==> src/design/ant_pkg.sv <==
`default_nettype none

package ant_pkg;

  // table geometry; one slot is never counted, so the count fits the index width
  localparam int TableSlots = 16;
  localparam int IdxW       = $clog2(TableSlots);
  localparam int CntW       = IdxW;

  typedef logic [IdxW-1:0] idx_t;
  typedef logic [CntW-1:0] cnt_t;

  localparam cnt_t CountMax = CntW'(TableSlots - 1);

  // opcodes carried on in_tuser
  localparam logic [1:0] OP_MESSAGE = 2'd0;
  localparam logic [1:0] OP_PURGE   = 2'd1;
  localparam logic [1:0] OP_CLEAR   = 2'd2;

  // configuration registers
  localparam int CfgIdxW = 8;
  localparam logic [CfgIdxW-1:0] REG_DIST_CUTOFF = 8'd0;
  localparam logic [CfgIdxW-1:0] REG_AGE_LIMIT   = 8'd1;

  localparam logic [7:0]  DIST_CUTOFF_RST = 8'd255;
  localparam logic [31:0] AGE_LIMIT_RST   = 32'd248;

  typedef struct packed {
    logic [15:0] id;
    logic [31:0] stamp;
    logic [7:0]  distance;
    logic [7:0]  kind;
  } entry_t;

  typedef struct packed {
    logic [1:0]  opcode;
    logic [15:0] sender_id;
    logic [7:0]  distance;
    logic [7:0]  msg_kind;
    logic [31:0] now_ticks;
  } item_t;

  typedef struct packed {
    logic   en;
    idx_t   addr;
    entry_t data;
  } ram_wr_t;

  typedef enum logic {
    CMP_ID_EQ,
    CMP_AGE_GT
  } cmp_mode_t;

  typedef struct packed {
    cmp_mode_t   mode;
    logic [31:0] a;
    logic [31:0] b;
  } cmp_req_t;

  typedef struct packed {
    logic [3:0] neighbor_count;
    logic       stored;
    logic [3:0] removed;
  } result_t;

  typedef enum logic [2:0] {
    ST_IDLE,
    ST_MSG_RD,
    ST_MSG_CMP,
    ST_PRG_RD,
    ST_PRG_CMP,
    ST_PRG_MOVE,
    ST_FIN
  } state_t;

endpackage

`default_nettype wire

==> src/design/aging_neighbor_table.sv <==
// Clear, unused opcode and over-cutoff message go from idle straight to the finish state.
// Message: a read and a compare state per entry searched; an id hit rewrites it, a miss appends or drops.
// Purge: a read and a compare state per entry checked, a move state per aged entry refilled from the last.
// One item at a time; the entry RAM's single read port and the shared compare set the pace.
// Reset (rst_n low, synchronous): count 0, cutoff 255, age limit 248; RAM contents kept,
// since only entries below the count are ever read.
`default_nettype none

module aging_neighbor_table (
  input  wire logic        clk,
  input  wire logic        rst_n,
  // input item stream
  input  wire logic        in_tvalid,
  output logic             in_tready,
  input  wire logic [63:0] in_tdata,   // sender_id[15:0], distance[23:16],
                                       // msg_kind[31:24], now_ticks[63:32]
  input  wire logic [1:0]  in_tuser,   // opcode[1:0]
  // result stream
  output logic             out_tvalid,
  input  wire logic        out_tready,
  output logic [7:0]       out_tdata,  // neighbor_count[3:0], removed[7:4]
  output logic             out_tuser,  // stored[0]
  // config writes
  input  wire logic        cfg_valid,
  output logic             cfg_ready,
  input  wire logic [7:0]  cfg_index,
  input  wire logic [31:0] cfg_data
);

  logic [7:0]        dist_cutoff_r;
  logic [31:0]       age_limit_r;
  ant_pkg::item_t    item;
  logic              seq_idle;
  ant_pkg::ram_wr_t  ram_wr;
  ant_pkg::idx_t     ram_rd_addr;
  ant_pkg::entry_t   ram_rd_data;
  ant_pkg::cmp_req_t cmp_req;
  logic              cmp_hit;
  logic              fin_valid;
  logic              fin_take;
  ant_pkg::result_t  result;
  ant_pkg::result_t  out_res_r;
  logic              out_valid_r;

  // config: always ready, writes land only while idle by contract
  assign cfg_ready = 1'b1;

  always_ff @(posedge clk) begin
    if (!rst_n) begin
      dist_cutoff_r <= ant_pkg::DIST_CUTOFF_RST;
      age_limit_r   <= ant_pkg::AGE_LIMIT_RST;
    end else if (cfg_valid) begin
      if (cfg_index == ant_pkg::REG_DIST_CUTOFF) begin
        dist_cutoff_r <= cfg_data[7:0];
      end else if (cfg_index == ant_pkg::REG_AGE_LIMIT) begin
        age_limit_r <= cfg_data;
      end
    end
  end

  // unpack the input transfer
  assign item = '{opcode:    in_tuser,
                  sender_id: in_tdata[15:0],
                  distance:  in_tdata[23:16],
                  msg_kind:  in_tdata[31:24],
                  now_ticks: in_tdata[63:32]};

  assign in_tready = seq_idle;

  ant_seq u_seq (
    .clk         (clk),
    .rst_n       (rst_n),
    .start       (in_tvalid && seq_idle),
    .item_in     (item),
    .dist_cutoff (dist_cutoff_r),
    .idle        (seq_idle),
    .ram_wr      (ram_wr),
    .ram_rd_addr (ram_rd_addr),
    .ram_rd_data (ram_rd_data),
    .cmp_req     (cmp_req),
    .cmp_hit     (cmp_hit),
    .fin_valid   (fin_valid),
    .fin_take    (fin_take),
    .result      (result)
  );

  ant_entry_ram u_ram (
    .clk     (clk),
    .wr      (ram_wr),
    .rd_addr (ram_rd_addr),
    .rd_data (ram_rd_data)
  );

  // shared compare: id match during search, age test during purge
  ant_cmp_unit u_cmp (
    .req       (cmp_req),
    .age_limit (age_limit_r),
    .hit       (cmp_hit)
  );

  // output register decouples the result from the sequencer
  assign fin_take = !out_valid_r || out_tready;

  always_ff @(posedge clk) begin
    if (!rst_n) begin
      out_valid_r <= 1'b0;
    end else if (fin_take) begin
      out_valid_r <= fin_valid;
    end
  end

  always_ff @(posedge clk) begin
    if (fin_valid && fin_take) begin
      out_res_r <= result;
    end
  end

  assign out_tvalid = out_valid_r;
  assign out_tdata  = {out_res_r.removed, out_res_r.neighbor_count};
  assign out_tuser  = out_res_r.stored;

  // an accepted item leaves the block busy in the next cycle
  a_busy_after_accept : assert property (@(posedge clk) disable iff (!rst_n)
    in_tvalid && in_tready |=> !in_tready)
    else $error("input taken again right after a transfer");

  // a stored message never reports removals
  a_stored_no_removed : assert property (@(posedge clk) disable iff (!rst_n)
    out_tvalid && out_tuser |-> out_tdata[7:4] == 4'd0)
    else $error("stored and removed both set");

  // age limit write takes effect on the next cycle
  a_age_limit_write : assert property (@(posedge clk) disable iff (!rst_n)
    cfg_valid && cfg_ready && (cfg_index == ant_pkg::REG_AGE_LIMIT)
    |=> age_limit_r == $past(cfg_data))
    else $error("age limit write lost");

  // results only leave the sequencer when the output register can take them
  a_fin_hold : assert property (@(posedge clk) disable iff (!rst_n)
    fin_valid && !fin_take |=> fin_valid && out_valid_r)
    else $error("finished result dropped while output stalled");

endmodule

`default_nettype wire

==> src/design/ant_entry_ram.sv <==
`default_nettype none

module ant_entry_ram (
  input  wire logic            clk,
  input  wire ant_pkg::ram_wr_t wr,
  input  wire ant_pkg::idx_t    rd_addr,
  output ant_pkg::entry_t       rd_data
);

  ant_pkg::entry_t mem [ant_pkg::TableSlots];
  ant_pkg::entry_t rd_data_r;

  always_ff @(posedge clk) begin
    if (wr.en) begin
      mem[wr.addr] <= wr.data;
    end
  end

  always_ff @(posedge clk) begin
    rd_data_r <= mem[rd_addr];
  end

  assign rd_data = rd_data_r;

endmodule

`default_nettype wire

==> src/design/ant_cmp_unit.sv <==
`default_nettype none

module ant_cmp_unit (
  input  wire ant_pkg::cmp_req_t req,
  input  wire logic [31:0]       age_limit,
  output logic                   hit
);

  logic [31:0] diff;

  // modular tick difference, wraps like the counter does
  assign diff = req.a - req.b;

  always_comb begin
    unique case (req.mode)
      ant_pkg::CMP_ID_EQ:  hit = (req.a == req.b);
      ant_pkg::CMP_AGE_GT: hit = (diff > age_limit);
      default:             hit = 1'b0;
    endcase
  end

endmodule

`default_nettype wire

==> src/design/ant_seq.sv <==
`default_nettype none

module ant_seq (
  input  wire logic              clk,
  input  wire logic              rst_n,
  input  wire logic              start,
  input  wire ant_pkg::item_t    item_in,
  input  wire logic [7:0]        dist_cutoff,
  output logic                   idle,
  output ant_pkg::ram_wr_t       ram_wr,
  output ant_pkg::idx_t          ram_rd_addr,
  input  wire ant_pkg::entry_t   ram_rd_data,
  output ant_pkg::cmp_req_t      cmp_req,
  input  wire logic              cmp_hit,
  output logic                   fin_valid,
  input  wire logic              fin_take,
  output ant_pkg::result_t       result
);

  ant_pkg::state_t state_r, state_nxt;
  ant_pkg::item_t  item_r, item_nxt;
  ant_pkg::idx_t   idx_r, idx_nxt;
  ant_pkg::cnt_t   count_r, count_nxt;
  ant_pkg::cnt_t   removed_r, removed_nxt;
  logic            stored_r, stored_nxt;
  ant_pkg::entry_t new_entry;

  assign new_entry = '{id:       item_r.sender_id,
                       stamp:    item_r.now_ticks,
                       distance: item_r.distance,
                       kind:     item_r.msg_kind};

  always_ff @(posedge clk) begin
    if (!rst_n) begin
      state_r <= ant_pkg::ST_IDLE;
      count_r <= '0;
    end else begin
      state_r <= state_nxt;
      count_r <= count_nxt;
    end
  end

  always_ff @(posedge clk) begin
    item_r    <= item_nxt;
    idx_r     <= idx_nxt;
    removed_r <= removed_nxt;
    stored_r  <= stored_nxt;
  end

  always_comb begin
    state_nxt   = state_r;
    item_nxt    = item_r;
    idx_nxt     = idx_r;
    count_nxt   = count_r;
    removed_nxt = removed_r;
    stored_nxt  = stored_r;
    idle        = 1'b0;
    fin_valid   = 1'b0;
    ram_wr      = '{en: 1'b0, addr: idx_r, data: new_entry};
    ram_rd_addr = idx_r;
    cmp_req     = '{mode: ant_pkg::CMP_ID_EQ,
                    a:    {16'd0, item_r.sender_id},
                    b:    {16'd0, ram_rd_data.id}};

    unique case (state_r)
      ant_pkg::ST_IDLE: begin
        idle = 1'b1;
        if (start) begin
          item_nxt    = item_in;
          idx_nxt     = '0;
          stored_nxt  = 1'b0;
          removed_nxt = '0;
          unique case (item_in.opcode)
            ant_pkg::OP_MESSAGE: begin
              state_nxt = (item_in.distance > dist_cutoff) ? ant_pkg::ST_FIN
                                                           : ant_pkg::ST_MSG_RD;
            end
            ant_pkg::OP_PURGE: begin
              if (count_r == '0) begin
                state_nxt = ant_pkg::ST_FIN;
              end else begin
                idx_nxt   = count_r - 1'b1;
                state_nxt = ant_pkg::ST_PRG_RD;
              end
            end
            ant_pkg::OP_CLEAR: begin
              removed_nxt = count_r;
              count_nxt   = '0;
              state_nxt   = ant_pkg::ST_FIN;
            end
            default: state_nxt = ant_pkg::ST_FIN;
          endcase
        end
      end

      ant_pkg::ST_MSG_RD: begin
        if (idx_r == count_r) begin
          // search missed: append if a counted slot is left
          if (count_r < ant_pkg::CountMax) begin
            ram_wr     = '{en: 1'b1, addr: count_r, data: new_entry};
            count_nxt  = count_r + 1'b1;
            stored_nxt = 1'b1;
          end
          state_nxt = ant_pkg::ST_FIN;
        end else begin
          state_nxt = ant_pkg::ST_MSG_CMP;
        end
      end

      ant_pkg::ST_MSG_CMP: begin
        if (cmp_hit) begin
          ram_wr     = '{en: 1'b1, addr: idx_r, data: new_entry};
          stored_nxt = 1'b1;
          state_nxt  = ant_pkg::ST_FIN;
        end else begin
          idx_nxt   = idx_r + 1'b1;
          state_nxt = ant_pkg::ST_MSG_RD;
        end
      end

      ant_pkg::ST_PRG_RD: begin
        state_nxt = ant_pkg::ST_PRG_CMP;
      end

      ant_pkg::ST_PRG_CMP: begin
        cmp_req = '{mode: ant_pkg::CMP_AGE_GT,
                    a:    item_r.now_ticks,
                    b:    ram_rd_data.stamp};
        if (cmp_hit) begin
          count_nxt   = count_r - 1'b1;
          removed_nxt = removed_r + 1'b1;
        end
        if (cmp_hit && (idx_r != count_r - 1'b1)) begin
          // fetch the last entry to fill the hole
          ram_rd_addr = count_r - 1'b1;
          state_nxt   = ant_pkg::ST_PRG_MOVE;
        end else if (idx_r == '0) begin
          state_nxt = ant_pkg::ST_FIN;
        end else begin
          idx_nxt   = idx_r - 1'b1;
          state_nxt = ant_pkg::ST_PRG_RD;
        end
      end

      ant_pkg::ST_PRG_MOVE: begin
        ram_wr = '{en: 1'b1, addr: idx_r, data: ram_rd_data};
        if (idx_r == '0) begin
          state_nxt = ant_pkg::ST_FIN;
        end else begin
          idx_nxt   = idx_r - 1'b1;
          state_nxt = ant_pkg::ST_PRG_RD;
        end
      end

      ant_pkg::ST_FIN: begin
        fin_valid = 1'b1;
        if (fin_take) begin
          state_nxt = ant_pkg::ST_IDLE;
        end
      end

      default: state_nxt = ant_pkg::ST_IDLE;
    endcase
  end

  assign result = '{neighbor_count: 4'(count_r),
                    stored:         stored_r,
                    removed:        4'(removed_r)};

endmodule

`default_nettype wire

==> config.mk <==
export PLATFORM = sky130hd
export DESIGN_NAME = aging_neighbor_table
export DESIGN_NICKNAME = d
export VERILOG_FILES = /design/src/design/ant_pkg.sv /design/src/design/aging_neighbor_table.sv /design/src/design/ant_entry_ram.sv /design/src/design/ant_cmp_unit.sv /design/src/design/ant_seq.sv
export SDC_FILE = /design/constraint.sdc
export NUM_CORES = 1
export LEC_CHECK = 0
export BUFFER_PORTS_ARGS = -buffer_cell sky130_fd_sc_hd__clkbuf_2
export CAP_MARGIN = 30
export CORE_MARGIN = 4
export CORE_UTILIZATION = 40
export DETAILED_ROUTE_END_ITERATION = 16
export GPL_ROUTABILITY_DRIVEN = 0
export PLACE_DENSITY = 0.6
export SLEW_MARGIN = 20
export SYNTH_ARGS = -nofsm -noshare
export SYNTH_HDL_FRONTEND = slang
export SYNTH_SLANG_ARGS = --single-unit
==> constraint.sdc <==
create_clock -name clk -period 9.74 [get_ports clk]
set_clock_uncertainty 0.05 [all_clocks]
set_input_delay 1.948 -clock clk [delete_from_list [all_inputs] [get_ports clk]]
set_output_delay 1.948 -clock clk [all_outputs]
set_load 0.02 [all_outputs]
==> tab_implementation.tex <==
\begin{tabular}{lr}
\hline
Metric & Value \\
\hline
\multicolumn{2}{l}{\textbf{Critical path}} \\
Cell with the largest stage delay on the worst path & sky130\_fd\_sc\_hd\_\_mux2i\_4 \\
Worst endpoint required time & 10200 ps \\
Critical path type & reg2reg \\
Crit path largest cell delay & 620 ps \\
Setup crit end kind & register \\
Startpoint type of the worst setup path & register \\
Category of cells accounting for the largest share of critical-path delay & simple AND/OR/NAND/NOR gates \\
CP dominant cell by count & sky130\_fd\_sc\_hd\_\_buf\_4 \\
Count of buffering cells on the critical path with inverters included & 6 \\
Critical path fanouts, max & 40 \\
Arrival @ worst endpoint & 9170 ps \\
\multicolumn{2}{l}{\textbf{STA}} \\
Worst slew pin tran & 987.0 ps \\
Minimum clock period & 8718 ps \\
Final critical-path share of the clock period & 89.51\% \\
Hold Worst Slack & 383.8 ps \\
Final hold viol count & 0 \\
Setup TNS Final & 0 ps \\
Relative max-transition margin & 34.04\% \\
Max Transition Viols Final & 0 \\
Setup violations, final & 0 \\
Upper clock frequency limit & 0.1147 GHz \\
Setup repair after global routing missed its margin & no \\
\multicolumn{2}{l}{\textbf{Logic synthesis}} \\
Mean Syn Cell Area & 17.83 um\^{}2 \\
Top cells by area, synth & sky130\_fd\_sc\_hd\_\_edfxtp\_1 65\%, sky130\_fd\_sc\_hd\_\_mux4\_2 11\%, sky130\_fd\_sc\_hd\_\_dfxtp\_1 5.0\% \\
Synthesized netlist net count & 2351 \\
Number of flops mapped to enable cells by yosys & 834 \\
Yosys warnings & 0 \\
Netlist area before placement & 38540 um\^{}2 \\
Area share of the leading cell type in the synthesized netlist & 64.99\% \\
Sequential-to-total area share from yosys stat & 69.97\% \\
Most instantiated library cell after synthesis & sky130\_fd\_sc\_hd\_\_edfxtp\_1 \\
Biggest area consumer among synthesized cells & sky130\_fd\_sc\_hd\_\_edfxtp\_1 \\
Post-synthesis async set-or-reset flop share & 0\% \\
Most used flip-flop cell after synthesis & sky130\_fd\_sc\_hd\_\_edfxtp\_1 \\
Distinct cells, synth & 61 \\
Most frequent cells after synthesis & 834 x sky130\_fd\_sc\_hd\_\_edfxtp\_1, 192 x sky130\_fd\_sc\_hd\_\_mux4\_2, 171 x sky130\_fd\_sc\_hd\_\_nand2\_1, 165 x sky130\_fd\_sc\_hd\_\_mux2i\_1, 96 x sky130\_fd\_sc\_hd\_\_dfxtp\_1 \\
Number of synthesized register bits & 930 \\
Number of standard cells after synthesis & 2161 \\
\multicolumn{2}{l}{\textbf{Route}} \\
Drc violations & 0 \\
Number of nets still failing antenna checks after routing & 0 \\
Routed wire length per instance & 25.39 um \\
Total Wirelength & 93.58 mm \\
Ratio of routed vias to standard cells & 5.542 \\
Iteration count of the initial detailed-routing pass & 5 \\
DRT iter0 DRCs & 1577 \\
DR vias & 20430 \\
\multicolumn{2}{l}{\textbf{Placement}} \\
Number of buffer cells added on primary ports & 113 \\
Post-Place Cell Area & 40990 um\^{}2 \\
Detailed placement HPWL & 55.14 mm \\
\multicolumn{2}{l}{\textbf{Worst hold path}} \\
Class of the tightest hold or removal check & reg2reg \\
\multicolumn{2}{l}{\textbf{GRT}} \\
Largest net degree at the start of global routing & 105 \\
Overflow left after global routing & 0 \\
Number of antenna violations at the first check in global routing & 0 \\
Via count of the first global-routing pass & 21120 \\
Overall global routing resource usage & 18.23\% \\
Wire length of the first global-routing pass & 138.1 mm \\
\multicolumn{2}{l}{\textbf{Power and ir drop}} \\
Worst vdd rail ir drop & 0.0003676 V \\
Power per standard cell area & 359.4 nW/um\^{}2 \\
Static leakage & 15.33 nW \\
\multicolumn{2}{l}{\textbf{CTS}} \\
Insertion delay of the later-clocked pin in the worst-skew pair & 660 ps \\
Root buffer selected by CTS & sky130\_fd\_sc\_hd\_\_clkbuf\_16 \\
Post-CTS resize count & 0 \\
Setup bufs post-CTS & 0 \\
CTS tree & yes \\
CTS clk-pin slew, worst paths & 60 ps \\
Hold buffer count at CTS & 0 \\
CTS H-tree lvls & 3 \\
Sink Count & 930 \\
Number of buffers added by the clock tree synthesis step & 95 \\
Buffer depth of the longest clock path & 3 \\
\multicolumn{2}{l}{\textbf{Layout}} \\
Multi-input logic area & 10900 um\^{}2 \\
Post-route standard cell area excluding fillers & 44310 um\^{}2 \\
Layout filler cell count & 8057 \\
Area added between synthesis and finish & 14.97\% \\
Net count of the finished layout & 2528 \\
Area of all sequential standard cells & 26970 um\^{}2 \\
Share of final-layout standard cells stronger than drive strength 1 & 24.63\% \\
\multicolumn{2}{l}{\textbf{Floorplan}} \\
Core box area & 95290 um\^{}2 \\
Site Rows & 113 \\
Number of placed I/O pins & 123 \\
Die area & 101400 um\^{}2 \\
Chip Width & 318.4 um \\
Die outline height & 318.4 um \\
Starting density of the core & 40.44\% \\
\multicolumn{2}{l}{\textbf{Flow run}} \\
Total of max-cap violations & 0 \\
\multicolumn{2}{l}{\textbf{Status}} \\
Outcome & complete, no violations \\
\hline
\end{tabular}
==> cell type report <==
cell class                 count  area share [%]
antenna                        1        0.005648
tap                         1265           3.572
sequential                   930           60.86
inverter                      61          0.5168
timing repair buffer         181           3.146
clock inverter                52           1.395
multi-input combinational   1069           24.61
clock buffer                 127           5.891
==> report_power, final <==
group	switching [mW]	internal [mW]	leakage, nW
Clock	1.53	2.21	1.57
Combinational	3.80	3.30	5.43
Sequential	0.191	4.89	8.32
==> path summary, 6_finish.rpt <==
kind               startpoint  cells past startpoint                end  slack, ps
max          u_seq.state_r[1]                     30  u_ram.rd_data[46]       1020
max reg2reg  u_seq.state_r[1]                     30  u_ram.rd_data[46]       1020
min            u_seq.stored_r                      0          out_tuser        380
min reg2reg    u_seq.stored_r                      0          out_tuser        380
==> placed cells by master, fill, tap and decap left out, types with 49 or more instances in the layout <==
| master | n |
|---|---|
| sky130_fd_sc_hd__a21oi_1 | 61 |
| sky130_fd_sc_hd__mux4_2 | 192 |
| sky130_fd_sc_hd__clkbuf_2 | 113 |
| sky130_fd_sc_hd__nand2_1 | 169 |
| sky130_fd_sc_hd__dfxtp_1 | 96 |
| sky130_fd_sc_hd__inv_1 | 61 |
| sky130_fd_sc_hd__ha_1 | 77 |
| sky130_fd_sc_hd__clkbuf_16 | 97 |
| sky130_fd_sc_hd__mux2_2 | 49 |
| sky130_fd_sc_hd__mux2i_1 | 164 |
| sky130_fd_sc_hd__edfxtp_1 | 834 |
==> sequential cells by signal, indices dropped and copies added, names as in the netlist, 8 cells and up <==
name and count:
u_ram.mem 768, u_ram.rd_data 48, u_seq.item_r 48, age_limit_r 32
dist_cutoff_r 8, out_tdata 8
==> per-layer routing <==
metal | track usage, % | vias up | routed length, um
met3 | 3.012 | 138 | 6073
met1 | 24.92 | 10700 | 39470
met4 | 5.973 | 0 | 2885
met5 | 0 | - | 0
met2 | 29.98 | 694 | 45150
li1 | - | 8899 | -
==> cells by family after synthesis <==
group / after synthesis / synth area share, %
simple gates: 350 / 4.182
flops: 930 / 69.97
buf+inv: 162 / 2.117
other cells: 1 / 0.009731
mux: 407 / 17.00
fa+ha+maj: 79 / 2.604
compound gates: 195 / 3.257
xor+xnor: 37 / 0.8604
==> worst reg2reg max path, delay by kind of cell, from the launching register on <==
family,cells,cell delay (ps)
buffers and inverters,6,1500
AO/OA/AOI/OAI,7,1660
flip-flops,1,300
AND/OR/NAND/NOR,10,2650
XOR/XNOR,1,110
multiplexers,4,1580
adder cells (fa/ha/maj),2,720
==> per-stage QoR <==
stage,utilization [%],std cells,power [mW],setup WS (ps)
after detailed placement,43.01,3502,12.32,1122
after global placement,42.83,3494,12.21,1175
final,46.49,3686,15.92,1022
after global routing,46.49,3685,16.88,465.0
after CTS,46.40,3681,16.09,1053
after floorplan,-,2161,10.53,2630
Note: power is estimated with default switching activity, not from simulation.
